File: config.mk
export PLATFORM = sky130hd
export DESIGN_NAME = kneser_graph_edge_generator
export DESIGN_NICKNAME = d
export VERILOG_FILES = /design/src/hw/rtl/kge_pkg.sv /design/src/hw/rtl/kneser_graph_edge_generator.sv /design/src/hw/rtl/kge_succ.sv /design/src/hw/rtl/kge_ctrl.sv /design/src/hw/rtl/kge_datapath.sv
export SDC_FILE = /design/constraint.sdc
export NUM_CORES = 1
export LEC_CHECK = 0
export BUFFER_PORTS_ARGS = -buffer_cell sky130_fd_sc_hd__buf_4
export CORE_ASPECT_RATIO = 0.6
export CORE_UTILIZATION = 67
export DETAILED_ROUTE_END_ITERATION = 10
export PLACE_DENSITY = 0.84
export REMOVE_ABC_BUFFERS = 1
export SYNTH_ARGS = -nofsm -noshare
export SYNTH_HDL_FRONTEND = slang
export SYNTH_HIERARCHICAL = 1
export SYNTH_SLANG_ARGS = --single-unit
File: constraint.sdc
create_clock -name clk -period 10.68 [get_ports clk]
set_clock_uncertainty 0.2 [all_clocks]
set_input_delay 1.068 -clock clk [delete_from_list [all_inputs] [get_ports clk]]
set_output_delay 1.068 -clock clk [all_outputs]
set_load 0.05 [all_outputs]
File: src/hw/rtl/kge_pkg.sv
// shared types and constants for the kneser graph edge generator
// used by kge_ctrl, kge_datapath, kge_succ and the top level
`default_nettype none

package kge_pkg;

  // widths fixed by the register map and the result fields
  localparam int CFG_W = 5;
  localparam int OUT_W = 14;

  // register indexes
  localparam logic REG_N_ELEMENTS  = 1'b0;
  localparam logic REG_SUBSET_SIZE = 1'b1;

  // register reset values
  localparam logic [CFG_W-1:0] N_RESET = 5'd4;
  localparam logic [CFG_W-1:0] K_RESET = 5'd2;

  typedef enum logic [2:0] {
    ST_IDLE,
    ST_PASCAL,
    ST_INIT_INNER,
    ST_SCAN,
    ST_WRAP_OUTER,
    ST_WRAP_INNER,
    ST_EMIT
  } state_t;

  // controller to datapath
  typedef struct packed {
    logic accept;
    logic restart;
    logic pascal_step;
    logic pascal_load;
    logic init_inner;
    logic scan_step;
    logic wrap_outer;
    logic wrap_inner;
    logic emit;
  } cmd_t;

  // datapath to controller
  typedef struct packed {
    logic bad_now;
    logic pascal_end;
    logic finished;
    logic hit;
    logic disjoint;
    logic inner_wrap;
    logic finishing;
  } sts_t;

endpackage

`default_nettype wire

File: src/hw/rtl/kneser_graph_edge_generator.sv
// top level of the kneser graph K(n,k) edge generator
// holds the config registers, joins kge_ctrl and kge_datapath; uses kge_pkg
//
//   channel | direction | handshake             | beat contents
//   --------+-----------+-----------------------+---------------------------------------
//   cfg     | in        | cfg_valid / cfg_ready | cfg_index, cfg_data
//   in      | in        | in_valid / in_ready   | restart
//   out     | out       | out_valid / out_ready | first_vertex, second_vertex, edge_valid,
//           |           |                       | vertex_count, bad_config
//
// a restart beat with a good config adds a pascal sweep and the ST_INIT_INNER setup state
// each request then tests one vertex pair per cycle through the shared successor unit;
// stepping the outer subset passes through ST_WRAP_OUTER and ST_WRAP_INNER, and ST_EMIT loads the result
// reset gives n=4, k=2 and an exhausted enumeration until the first restart
// the result register frees the scan; a stalled result holds only the final load
`default_nettype none

module kneser_graph_edge_generator #(
  parameter int MAX_ELEMENTS = 16
) (
  input  wire logic                        clk,
  input  wire logic                        rst,
  // configuration writes
  input  wire logic                        cfg_valid,
  output logic                             cfg_ready,
  input  wire logic                        cfg_index,
  input  wire logic [kge_pkg::CFG_W-1:0]   cfg_data,
  // request channel
  input  wire logic                        in_valid,
  output logic                             in_ready,
  input  wire logic                        restart,
  // result channel
  output logic                             out_valid,
  input  wire logic                        out_ready,
  output logic [kge_pkg::OUT_W-1:0]        first_vertex,
  output logic [kge_pkg::OUT_W-1:0]        second_vertex,
  output logic                             edge_valid,
  output logic [kge_pkg::OUT_W-1:0]        vertex_count,
  output logic                             bad_config
);

  logic [kge_pkg::CFG_W-1:0] n_elements, subset_size;
  kge_pkg::cmd_t             cmd;
  kge_pkg::sts_t             sts;

  // config writes are always taken; they only matter at the next restart
  assign cfg_ready = 1'b1;

  always_ff @(posedge clk) begin
    if (rst) begin
      n_elements  <= kge_pkg::N_RESET;
      subset_size <= kge_pkg::K_RESET;
    end else if (cfg_valid && cfg_ready) begin
      case (cfg_index)
        kge_pkg::REG_N_ELEMENTS:  n_elements  <= cfg_data;
        kge_pkg::REG_SUBSET_SIZE: subset_size <= cfg_data;
        default: ;
      endcase
    end
  end

  // sequencer
  kge_ctrl u_ctrl (
    .clk       (clk),
    .rst       (rst),
    .in_valid  (in_valid),
    .restart   (restart),
    .in_ready  (in_ready),
    .out_ready (out_ready),
    .out_valid (out_valid),
    .sts       (sts),
    .cmd       (cmd)
  );

  // masks, indices, vertex count and the result register
  kge_datapath #(
    .MAX_ELEMENTS(MAX_ELEMENTS)
  ) u_datapath (
    .clk           (clk),
    .rst           (rst),
    .cfg_n         (n_elements),
    .cfg_k         (subset_size),
    .cmd           (cmd),
    .sts           (sts),
    .first_vertex  (first_vertex),
    .second_vertex (second_vertex),
    .edge_valid    (edge_valid),
    .vertex_count  (vertex_count),
    .bad_config    (bad_config)
  );

`ifndef SYNTHESIS
  // an accepted request always takes the block out of the idle state in the next cycle
  a_busy_after_accept: assert property (@(posedge clk) disable iff (rst)
    (in_valid && in_ready) |=> !in_ready)
    else $error("request accepted while still idle next cycle");

  // a bad configuration never yields an edge
  a_bad_no_edge: assert property (@(posedge clk) disable iff (rst)
    (out_valid && bad_config) |-> (!edge_valid && vertex_count == '0))
    else $error("edge or count reported on bad configuration");

  // edges come in i<j order
  a_edge_order: assert property (@(posedge clk) disable iff (rst)
    (out_valid && edge_valid) |-> ((MAX_ELEMENTS > 16) || (first_vertex < second_vertex)))
    else $error("edge not in ascending vertex order");

  // an edge needs at least two vertices
  a_edge_count: assert property (@(posedge clk) disable iff (rst)
    (out_valid && edge_valid) |-> ((MAX_ELEMENTS > 16) || (second_vertex < vertex_count)))
    else $error("edge vertex beyond vertex count");
`endif

endmodule

`default_nettype wire

File: src/hw/rtl/kge_succ.sv
// lexicographic successor of a k-subset held as a bit mask over n elements
// uses kge_pkg for the element count width
`default_nettype none

module kge_succ #(
  parameter int MAX_ELEMENTS = 16
) (
  input  wire logic [MAX_ELEMENTS-1:0]     mask,
  input  wire logic [kge_pkg::CFG_W-1:0]   n,
  output logic      [MAX_ELEMENTS-1:0]     nxt
);

  always_comb begin
    logic [MAX_ELEMENTS-1:0] full;
    logic [MAX_ELEMENTS-1:0] sz;
    logic [MAX_ELEMENTS-1:0] below;
    logic [MAX_ELEMENTS-1:0] sp;
    logic [MAX_ELEMENTS-1:0] top_h;
    logic [MAX_ELEMENTS-1:0] top_p;
    logic [MAX_ELEMENTS-1:0] keep;
    logic [MAX_ELEMENTS-1:0] run;
    logic [kge_pkg::CFG_W-1:0] h;
    logic [kge_pkg::CFG_W-1:0] p;
    logic [kge_pkg::CFG_W:0]   hi;

    for (int i = 0; i < MAX_ELEMENTS; i++) begin
      full[i] = kge_pkg::CFG_W'(i) < n;
    end

    // smear the free positions downward: bits at and below the highest hole
    sz = ~mask & full;
    for (int s = 1; s < MAX_ELEMENTS; s = s * 2) begin
      sz = sz | (sz >> s);
    end

    // elements below the hole, the highest of them is the one that moves
    below = mask & sz;
    sp = below;
    for (int s = 1; s < MAX_ELEMENTS; s = s * 2) begin
      sp = sp | (sp >> s);
    end

    top_h = sz & ~(sz >> 1);
    top_p = sp & ~(sp >> 1);
    h = '0;
    p = '0;
    for (int i = 0; i < MAX_ELEMENTS; i++) begin
      if (top_h[i]) h = h | kge_pkg::CFG_W'(i);
      if (top_p[i]) p = p | kge_pkg::CFG_W'(i);
    end

    // moved element plus the packed run above it lands on p+1 .. n+p-h
    hi = {1'b0, n} + {1'b0, p} + (kge_pkg::CFG_W+1)'(1) - {1'b0, h};
    keep = mask & (sp >> 1);
    for (int i = 0; i < MAX_ELEMENTS; i++) begin
      run[i] = ((kge_pkg::CFG_W+1)'(i) < hi) && (kge_pkg::CFG_W'(i) > p);
    end

    nxt = (below == '0) ? mask : (keep | run);
  end

endmodule

`default_nettype wire

File: src/hw/rtl/kge_ctrl.sv
// sequencer for the edge generator: restart, pascal sweep, pair scan, emit
// uses kge_pkg state, command and status types
`default_nettype none

module kge_ctrl (
  input  wire logic           clk,
  input  wire logic           rst,
  input  wire logic           in_valid,
  input  wire logic           restart,
  output logic                in_ready,
  input  wire logic           out_ready,
  output logic                out_valid,
  input  wire kge_pkg::sts_t  sts,
  output kge_pkg::cmd_t       cmd
);

  kge_pkg::state_t state, state_next;

  always_ff @(posedge clk) begin
    if (rst) begin
      state     <= kge_pkg::ST_IDLE;
      out_valid <= 1'b0;
    end else begin
      state <= state_next;
      if (cmd.emit) begin
        out_valid <= 1'b1;
      end else if (out_ready) begin
        out_valid <= 1'b0;
      end
    end
  end

  assign in_ready = (state == kge_pkg::ST_IDLE);

  always_comb begin
    cmd        = '0;
    state_next = state;
    case (state)
      kge_pkg::ST_IDLE: begin
        if (in_valid) begin
          cmd.accept = 1'b1;
          if (restart) begin
            cmd.restart = 1'b1;
            state_next  = sts.bad_now ? kge_pkg::ST_SCAN : kge_pkg::ST_PASCAL;
          end else begin
            state_next = kge_pkg::ST_SCAN;
          end
        end
      end
      kge_pkg::ST_PASCAL: begin
        if (sts.pascal_end) begin
          cmd.pascal_load = 1'b1;
          state_next      = kge_pkg::ST_INIT_INNER;
        end else begin
          cmd.pascal_step = 1'b1;
        end
      end
      kge_pkg::ST_INIT_INNER: begin
        cmd.init_inner = 1'b1;
        state_next     = kge_pkg::ST_SCAN;
      end
      kge_pkg::ST_SCAN: begin
        if (sts.finished) begin
          state_next = kge_pkg::ST_EMIT;
        end else begin
          cmd.scan_step = 1'b1;
          if (sts.inner_wrap && !sts.finishing) begin
            state_next = kge_pkg::ST_WRAP_OUTER;
          end else if (sts.disjoint) begin
            state_next = kge_pkg::ST_EMIT;
          end
        end
      end
      kge_pkg::ST_WRAP_OUTER: begin
        cmd.wrap_outer = 1'b1;
        state_next     = kge_pkg::ST_WRAP_INNER;
      end
      kge_pkg::ST_WRAP_INNER: begin
        cmd.wrap_inner = 1'b1;
        state_next     = sts.hit ? kge_pkg::ST_EMIT : kge_pkg::ST_SCAN;
      end
      kge_pkg::ST_EMIT: begin
        if (!out_valid || out_ready) begin
          cmd.emit   = 1'b1;
          state_next = kge_pkg::ST_IDLE;
        end
      end
      default: begin
        state_next = kge_pkg::ST_IDLE;
      end
    endcase
  end

endmodule

`default_nettype wire

File: src/hw/rtl/kge_datapath.sv
// datapath: latched config, pascal row for C(n,k), subset masks, indices, result beat
// uses kge_pkg types and kge_succ
`default_nettype none

module kge_datapath #(
  parameter int MAX_ELEMENTS = 16
) (
  input  wire logic                        clk,
  input  wire logic                        rst,
  input  wire logic [kge_pkg::CFG_W-1:0]   cfg_n,
  input  wire logic [kge_pkg::CFG_W-1:0]   cfg_k,
  input  wire kge_pkg::cmd_t               cmd,
  output kge_pkg::sts_t                    sts,
  output logic [kge_pkg::OUT_W-1:0]        first_vertex,
  output logic [kge_pkg::OUT_W-1:0]        second_vertex,
  output logic                             edge_valid,
  output logic [kge_pkg::OUT_W-1:0]        vertex_count,
  output logic                             bad_config
);

  localparam int CNT_W = MAX_ELEMENTS;
  localparam int RW    = $clog2(MAX_ELEMENTS + 1);
  localparam int EXT_W = (CNT_W > kge_pkg::OUT_W) ? CNT_W : kge_pkg::OUT_W;

  logic [kge_pkg::CFG_W-1:0] lat_n, lat_k, pcnt;
  logic                      lat_bad;
  logic [CNT_W-1:0]          row [MAX_ELEMENTS+1];
  logic [CNT_W-1:0]          vertex_total;
  logic [MAX_ELEMENTS-1:0]   outer_mask, inner_mask;
  logic [CNT_W-1:0]          outer_index, inner_index;
  logic                      finished, hit;
  logic [CNT_W-1:0]          hit_a, hit_b;

  logic [MAX_ELEMENTS-1:0]   succ_in, succ_out, low_k;
  logic [CNT_W-1:0]          row_k;
  logic [EXT_W-1:0]          a_ext, b_ext, total_ext;

  assign succ_in = cmd.scan_step ? inner_mask : outer_mask;

  kge_succ #(
    .MAX_ELEMENTS(MAX_ELEMENTS)
  ) u_succ (
    .mask (succ_in),
    .n    (lat_n),
    .nxt  (succ_out)
  );

  always_comb begin
    for (int i = 0; i < MAX_ELEMENTS; i++) begin
      low_k[i] = kge_pkg::CFG_W'(i) < lat_k;
    end
  end

  assign row_k = row[lat_k[RW-1:0]];

  assign sts.bad_now    = (cfg_k > cfg_n) || (cfg_n > kge_pkg::CFG_W'(MAX_ELEMENTS));
  assign sts.pascal_end = (pcnt == lat_n);
  assign sts.finished   = finished;
  assign sts.hit        = hit;
  assign sts.disjoint   = ((outer_mask & inner_mask) == '0);
  assign sts.inner_wrap = ({1'b0, inner_index} + (CNT_W+1)'(1)) >= {1'b0, vertex_total};
  assign sts.finishing  = ({1'b0, outer_index} + (CNT_W+1)'(2)) >= {1'b0, vertex_total};

  // pascal row: after n sweeps entry k holds C(n,k)
  always_ff @(posedge clk) begin
    if (cmd.restart) begin
      for (int j = 0; j <= MAX_ELEMENTS; j++) begin
        row[j] <= (j == 0) ? CNT_W'(1) : '0;
      end
      pcnt <= '0;
    end else if (cmd.pascal_step) begin
      for (int j = 1; j <= MAX_ELEMENTS; j++) begin
        row[j] <= row[j] + row[j-1];
      end
      pcnt <= pcnt + kge_pkg::CFG_W'(1);
    end
  end

  // enumeration state
  always_ff @(posedge clk) begin
    if (rst) begin
      lat_n        <= kge_pkg::N_RESET;
      lat_k        <= kge_pkg::K_RESET;
      lat_bad      <= 1'b0;
      vertex_total <= '0;
      finished     <= 1'b1;
      hit          <= 1'b0;
    end else begin
      if (cmd.accept) begin
        hit <= 1'b0;
      end
      if (cmd.restart) begin
        lat_n   <= cfg_n;
        lat_k   <= cfg_k;
        lat_bad <= sts.bad_now;
        if (sts.bad_now) begin
          vertex_total <= '0;
          finished     <= 1'b1;
        end
      end
      if (cmd.pascal_load) begin
        vertex_total <= row_k;
        outer_mask   <= low_k;
        outer_index  <= '0;
        inner_index  <= CNT_W'(1);
        finished     <= (row_k[CNT_W-1:1] == '0) || (lat_k == '0)
                        || ({lat_k, 1'b0} > {1'b0, lat_n});
      end
      if (cmd.init_inner) begin
        inner_mask <= succ_out;
      end
      if (cmd.scan_step) begin
        if (sts.disjoint) begin
          hit   <= 1'b1;
          hit_a <= outer_index;
          hit_b <= inner_index;
        end
        inner_mask  <= succ_out;
        inner_index <= inner_index + CNT_W'(1);
        if (sts.inner_wrap) begin
          outer_index <= outer_index + CNT_W'(1);
          if (sts.finishing) begin
            finished <= 1'b1;
          end
        end
      end
      if (cmd.wrap_outer) begin
        outer_mask <= succ_out;
      end
      if (cmd.wrap_inner) begin
        inner_mask  <= succ_out;
        inner_index <= outer_index + CNT_W'(1);
      end
    end
  end

  assign a_ext     = EXT_W'(hit_a);
  assign b_ext     = EXT_W'(hit_b);
  assign total_ext = EXT_W'(vertex_total);

  // result register
  always_ff @(posedge clk) begin
    if (cmd.emit) begin
      first_vertex  <= hit ? a_ext[kge_pkg::OUT_W-1:0] : '0;
      second_vertex <= hit ? b_ext[kge_pkg::OUT_W-1:0] : '0;
      edge_valid    <= hit;
      vertex_count  <= total_ext[kge_pkg::OUT_W-1:0];
      bad_config    <= lat_bad;
    end
  end

endmodule

`default_nettype wire
==> results of run 1 <==
-- where the power goes --
group	total (mW)	leakage, nW	switching, mW	internal, mW
clock network	1.56	0.686	0.713	0.847
registers	2.96	4.25	0.453	2.51
logic	4.71	8.17	2.85	1.86
-- state kept, by name, indices dropped and copies added (netlist names), named ones only --
| name | count |
|---|---|
| n_elements | 5 |
| subset_size | 5 |
| u_datapath/row | 256 |
| u_datapath/lat_n | 5 |
| u_datapath/hit | 1 |
| u_datapath/bad_config | 1 |
| u_datapath/first_vertex | 14 |
| u_datapath/outer_index | 16 |
| u_datapath/b_ext | 14 |
| u_datapath/lat_bad | 1 |
| u_datapath/second_vertex | 14 |
| u_datapath/edge_valid | 1 |
| u_datapath/lat_k | 5 |
| u_datapath/inner_index | 16 |
| u_datapath/a_ext | 14 |
| u_ctrl/out_valid | 1 |
| u_datapath/outer_mask | 16 |
| u_datapath/finished | 1 |
| u_ctrl/state | 3 |
| u_datapath/pcnt | 5 |
| u_datapath/total_ext | 16 |
| u_datapath/inner_mask | 16 |
| u_datapath/vertex_count | 14 |
-- critical path, cell delays in order, from the launching register on --
cell       delay [ns]
dfxtp_1          0.62
and4bb_4         0.76
mux2_2           0.42
nor4b_1          0.32
a2111oi_2        0.10
buf_4            0.19
nor4_4           0.50
nand2_1          0.26
a21o_1           0.33
a211oi_1         0.62
inv_1            0.15
fa_1             0.49
ha_1             0.41
nor2b_1          0.18
o21ai_0          0.19
nand2b_1         0.13
or4_1            0.42
o21ai_0          0.10
or3b_4           0.52
a21oi_1          0.30
o211ai_1         0.20
inv_1            0.09
a21oi_1          0.07
-- cell usage after synthesis, types with 48 or more instances --
cell	instances	share of area [%]
edfxtp_1	392	37
mux4_2	48	3.4
xor2_1	99	2.7
inv_1	150	1.8
dfxtp_1	53	3.4
and2_1	67	1.3
a31oi_1	53	1.0
ha_1	276	11
xnor2_1	74	2.0
o21ai_0	125	2.0
nor2_1	241	2.9
nand4_1	62	1.2
nand2b_1	58	1.1
clkbuf_1	94	1.1
nand2_1	156	1.9
nand3_1	102	1.6
nor3b_1	66	1.6
a21oi_1	206	3.3
nor3_1	110	1.7
-- cell type report --
type                       instances  area [um2]
fill                            3218       12500
clock inverter                    24         221
sequential                       445       12800
timing repair buffer              81         608
multi-input combinational       2392       17700
tap                              630         788
inverter                         160         601
clock buffer                      58        1190
-- per-layer routing --
metal  vias to the layer above  global-route usage, %
li1                      11795                      -
met1                     12367                   54.2
met2                      1479                   51.7
met3                       170                   10.7
met4                         4                   8.16
met5                         -                      0
-- cell families after synthesis --
kind of cell / after synthesis / synth area share, %
compound gates: 755 / 15.6
xor+xnor: 173 / 4.79
fa+ha+maj: 295 / 12.1
buf+inv: 288 / 3.65
flops: 445 / 40.6
mux: 135 / 6.34
other cells: 1 / 0.0119
simple gates: 1033 / 17.0
-- worst paths after layout --
path                             from                     endpoint  slack (ns)  cells past startpoint
min          u_datapath/total_ext[10]  u_datapath/vertex_count[10]        0.24                      0
max reg2reg           u_ctrl/state[0]     u_datapath/outer_mask[4]        2.78                     22
min reg2reg  u_datapath/total_ext[10]  u_datapath/vertex_count[10]        0.24                      0
max                   u_ctrl/state[0]     u_datapath/outer_mask[4]        2.78                     22
==> metrics.log, run 1 <==
[metrics] number of placed instances with taps included: 3708
[metrics] Util after Layout: 73.0%
[metrics] number of cells upsized or downsized after cts: 0
[metrics] metal3 WL: 11.8 mm
[metrics] I/O pin cnt: 59
[metrics] endpoints failing hold: 0
[metrics] path type of the worst setup path: flop to flop
[metrics] M1 wire length: 38.1 mm
[metrics] synth unique cells: 87
[metrics] share of synthesized area occupied by flip-flops and latches: 40.6%
[metrics] number of endpoints failing setup at the final stage: 0
[metrics] Slew headroom: 17.6%
[metrics] htree depth: 2
[metrics] detailed-route wire length: 88.2 mm
[metrics] setup slack after placement: 3.09 ns
[metrics] maximum number of pins on one net before global-route repair: 90
[metrics] number of max-cap violations: 0
[metrics] shortest period the worst path allows: 7.90 ns
[metrics] HPWL after detailed placement: 64.0 mm
[metrics] CP max FO: 43
[metrics] Overall Global Routing Usage: 36.4%
[metrics] vias after detailed routing: 25815
[metrics] first-iteration detailed-routing DRC count: 3434
[metrics] die boundary width: 283 um
[metrics] worst-case vdd ir drop: 0.000186 V
[metrics] Cell Rows: 61
[metrics] element type at the critical path start: flop
[metrics] kind of path behind the tightest hold check: flop to flop
[metrics] post-CTS setup repair buffer count: 0
[metrics] Highest Signal Layer: met5
[metrics] number of input and output port buffers inserted: 57
[metrics] most common cell after layout, fill and taps aside: edfxtp_1
[metrics] cell area after placement: 32500 um2
[metrics] Async SR Flop Fraction: 0%
[metrics] later-pin clock latency in the skew report: 0.59 ns
[metrics] RSZ-0062 raised after global routing: false
[metrics] gpl congestion: 0.961
[metrics] commonest non-fill, non-tap cells in the layout: 392 x edfxtp_1, 276 x ha_1, 240 x nor2_1
[metrics] transition at the pin with the smallest max-transition slack: 1.23 ns
[metrics] Gate Count Post-Synth: 3125
[metrics] Area growth, synth to finish: 7.28%
[metrics] leakage component of the power: 13.1 nW
[metrics] Seq cells post-synth: 445
[metrics] detail-routed via count per cell: 6.81
[metrics] non-filler cells, final: 3790
[metrics] total non-filler cell area in the finished layout: 33900 um2
[metrics] highest clock frequency the design can meet: 127 MHz
[metrics] endpoint type of the worst setup path: flop
[metrics] final worst hold slack: 0.240 ns
[metrics] CTS max path bufs: 3
[metrics] overall power after layout: 9.23 mW
[metrics] final cycle utilization of the critical path: 74.0%
[metrics] antenna diode count: 0
[metrics] hold-fix buffers at CTS: 0
[metrics] met2 wire length: 36.5 mm
[metrics] Clk Tree Root Cell: clkbuf_16
[metrics] total power divided by cell area: 272 nW/um2
[metrics] Nets: 3432
[metrics] placeable core region: 46500 um2
[metrics] clock transition at the register clock pins on the worst setup and hold paths after CTS: 0.07 ns
[metrics] via count of the first global-routing pass: 24474
[metrics] ratio of cells with drive above 1 in the final layout: 9.11%
[metrics] initial antenna violation count: 4
[metrics] EDFF count, synth: 392
[metrics] wire length of the first global-routing pass: 136 mm
[metrics] leading register cell type out of synthesis: edfxtp_1
[metrics] average cell area after synthesis: 10.1 um2
[metrics] initial core utilization: 68.1%
[metrics] Worst Path Required: 10.78 ns
[metrics] outcome: finished, final reports clean
[metrics] CP Data Arrival Time: 8.00 ns
[metrics] Setup TNS: 0 ns
[metrics] Final Slew Violations: 0
[metrics] overall die height: 170 um
[metrics] number of buffers created by CTS: 45
[metrics] Warnings, synthesis: 6
[metrics] DRT antenna net count: 0
[metrics] final worst slack: 2.78 ns
[metrics] die area: 48100 um2
[metrics] leftover overflow at the end of global routing: 0
[metrics] Clock Sinks: 445
[metrics] CTS tree: done
[metrics] count of unresolved DRC violations after routing: 0
[metrics] mapped cell area: 31600 um2
[metrics] Pre-antenna DRT Iters: 8
[metrics] wire length per cell after detailed routing: 23.3 um
No activity file was read; power rests on OpenSTA's default activity.
==> inputs of run 2 (changes only) <==
--- a/config.mk
+++ b/config.mk
@@ -7,9 +7,9 @@
 export LEC_CHECK = 0
 export BUFFER_PORTS_ARGS = -buffer_cell sky130_fd_sc_hd__buf_4
 export CORE_ASPECT_RATIO = 0.6
-export CORE_UTILIZATION = 67
+export CORE_UTILIZATION = 58
 export DETAILED_ROUTE_END_ITERATION = 10
-export PLACE_DENSITY = 0.84
+export PLACE_DENSITY = 0.77
 export REMOVE_ABC_BUFFERS = 1
 export SYNTH_ARGS = -nofsm -noshare
 export SYNTH_HDL_FRONTEND = slang
==> constraint.sdc (replaced) <==
create_clock -name clk -period 6.4 [get_ports clk]
set_clock_uncertainty 0.2 [all_clocks]
set_input_delay 0.64 -clock clk [delete_from_list [all_inputs] [get_ports clk]]
set_output_delay 0.64 -clock clk [all_outputs]
set_load 0.05 [all_outputs]
==> metrics.log, run 2 (synthesized netlist as in run 1, its figures left out) <==
[metrics] outcome: finished, final reports clean
[metrics] number of max-cap violations: 0
[metrics] Area growth, synth to finish: 9.19%
[metrics] Clk Tree Root Cell: clkbuf_16
[metrics] worst-case vdd ir drop: 0.000291 V
[metrics] number of filler instances in the final layout: 4212
[metrics] wire length per cell after detailed routing: 22.6 um
[metrics] final worst hold slack: 0.0944 ns
[metrics] Cell Rows: 65
[metrics] total power divided by cell area: 453 nW/um2
[metrics] number of buffers created by CTS: 45
[metrics] CP max FO: 8
[metrics] count of unresolved DRC violations after routing: 0
[metrics] die area: 55500 um2
[metrics] most common cell after layout, fill and taps aside: edfxtp_1
[metrics] critical path cell sequence: and4bb_4 > mux2_2 > buf_4 > or4_1 > a31oi_2 > nor2_1 > a211oi_2 > inv_1 > fa_1 > ha_1 > nor2b_1 > o21ai_0 > nand2b_1 > or4_1 > o21ai_2 > or3b_4 > a222oi_1 > nor2_1 > nand2_1 > o21ai_0
[metrics] overall die height: 183 um
[metrics] via count of the first global-routing pass: 24261
[metrics] number of input and output port buffers inserted: 57
[metrics] switch share: 43.0%
[metrics] Util after Layout: 65.0%
[metrics] proportion of power drawn by flip-flops and latches: 31.5%
[metrics] I/O pin cnt: 59
[metrics] cell area after placement: 32900 um2
[metrics] transition at the pin with the smallest max-transition slack: 1.22 ns
[metrics] total non-filler cell area in the finished layout: 34500 um2
[metrics] vias after detailed routing: 25729
[metrics] number of endpoints failing setup at the final stage: 0
[metrics] initial core utilization: 59.5%
[metrics] setup slack after placement: 0.186 ns
[metrics] shortest period the worst path allows: 6.11 ns
[metrics] gpl congestion: 0.914
[metrics] ratio of cells with drive above 1 in the final layout: 10.5%
[metrics] initial antenna violation count: 3
[metrics] Worst Path Required: 6.52 ns
[metrics] internal power: 8.93 mW
[metrics] kind of path behind the tightest hold check: primary input to flop
[metrics] clock transition at the register clock pins on the worst setup and hold paths after CTS: 0.06 ns
[metrics] later-pin clock latency in the skew report: 0.62 ns
[metrics] Slew headroom: 18.4%
[metrics] first-iteration detailed-routing DRC count: 3203
[metrics] leftover overflow at the end of global routing: 0
[metrics] Nets: 3469
[metrics] power share of the combinational group: 50.5%
[metrics] DRT antenna net count: 0
[metrics] highest clock frequency the design can meet: 164 MHz
[metrics] detailed-route wire length: 88.0 mm
[metrics] Final Slew Violations: 0
[metrics] HPWL after detailed placement: 65.4 mm
[metrics] Clk pwr share: 18.0%
[metrics] final cycle utilization of the critical path: 95.4%
[metrics] Clock Sinks: 445
[metrics] placeable core region: 53200 um2
[metrics] delay of the slowest critical-path stage: 0.63 ns
[metrics] Overall Global Routing Usage: 31.5%
[metrics] htree depth: 2
[metrics] Pre-antenna DRT Iters: 6
[metrics] max FFs per register: 256
[metrics] detail-routed via count per cell: 6.59
[metrics] endpoints failing hold: 0
[metrics] CP Data Arrival Time: 6.23 ns
[metrics] endpoint type of the worst setup path: flop
[metrics] path type of the worst setup path: flop to flop
[metrics] leakage component of the power: 13.4 nW
[metrics] final worst slack: 0.292 ns
[metrics] Net Switching: 6.72 mW
[metrics] CTS max path bufs: 3
[metrics] Setup TNS: 0 ns
[metrics] wire length of the first global-routing pass: 137 mm
[metrics] CTS tree: done
[metrics] Reg with most FFs: u_datapath/row
[metrics] commonest non-fill, non-tap cells in the layout: 392 x edfxtp_1, 276 x ha_1, 241 x nor2_1
[metrics] element type at the critical path start: flop
[metrics] die boundary width: 304 um
[metrics] maximum number of pins on one net before global-route repair: 129
[metrics] cell at the slowest stage of the critical path: or4_1
run 2: changes by cell type in the layout (fill, tap and decap cells not counted), sizes merged:
| cell | before | now |
|---|---|---|
| buf | 81 | 117 |
| diode | 0 | 2 |
| or3b | 1 | 2 |
| inv | 161 | 164 |
| clkinvlp | 4 | 2 |
| clkinv | 17 | 19 |
| bufinv | 2 | 6 |
| clkbuf | 58 | 52 |
run 2: metal layers:
metal  share of wire (%)  global-route usage [%]  wire, um
met1                  47                    50.2     41200
met5               0.081                   0.970        71
met2                  40                    42.8     35100
met3                  12                    7.57     10300
met4                 1.4                    5.62      1270
run 2: path summary, 6_finish.rpt:
path                           start                    endpoint  slack, ns  cells after the start
max              u_datapath/finished    u_datapath/outer_mask[8]       0.29                     20
min                      cfg_data[2]              subset_size[2]       0.09                      3
max reg2reg      u_datapath/finished    u_datapath/outer_mask[8]       0.29                     20
min reg2reg  u_datapath/total_ext[9]  u_datapath/vertex_count[9]       0.26                      0
run 2: power groups by stage:
stage | sequential, mW | clock, mW | combinational, mW
after CTS | 4.90 | 2.86 | 7.69
after global routing | 4.99 | 2.97 | 8.69
after global placement | 4.92 | 0 | 7.26
final | 4.93 | 2.82 | 7.89
after detailed placement | 4.96 | 0 | 7.60
after floorplan | 4.72 | 0 | 5.84
run 2: worst max-delay path: cells and delay by family, from the launching register on:
family | cells | cell delay (ns)
simple gates | 9 | 2.56
fa+ha+maj | 2 | 0.77
buf+inv | 2 | 0.26
compound gates | 6 | 1.29
flops | 1 | 0.34
mux | 1 | 0.39
run 2: timing repair:
action	CTS	global route
hold buffers	0	0
endpoints found under the setup margin	0	25
gates resized for setup	0	10
setup buffers	0	5
run 2: layout make-up:
cell class / count / area [um2] / share of cell area [%]
Timing Repair Buffer: 117 / 928 / 2.69
Inverter: 160 / 601 / 1.74
Tap cell: 703 / 880 / 2.55
Antenna cell: 2 / 5.00 / 0.0145
Clock buffer: 52 / 1170 / 3.39
Multi-Input combinational cell: 2393 / 17700 / 51.4
Clock inverter: 31 / 379 / 1.10
Sequential cell: 445 / 12800 / 37.2
run 2: metrics by stage:
| stage | cells | total power, mW |
|---|---|---|
| 2_1_floorplan | 2997 | 10.6 |
| 3_3_place_gp | 3812 | 12.2 |
| 3_5_place_dp | 3812 | 12.6 |
| 4_1_cts | 3895 | 15.5 |
| 5_1_grt | 3901 | 16.6 |
| 6_report | 3903 | 15.6 |
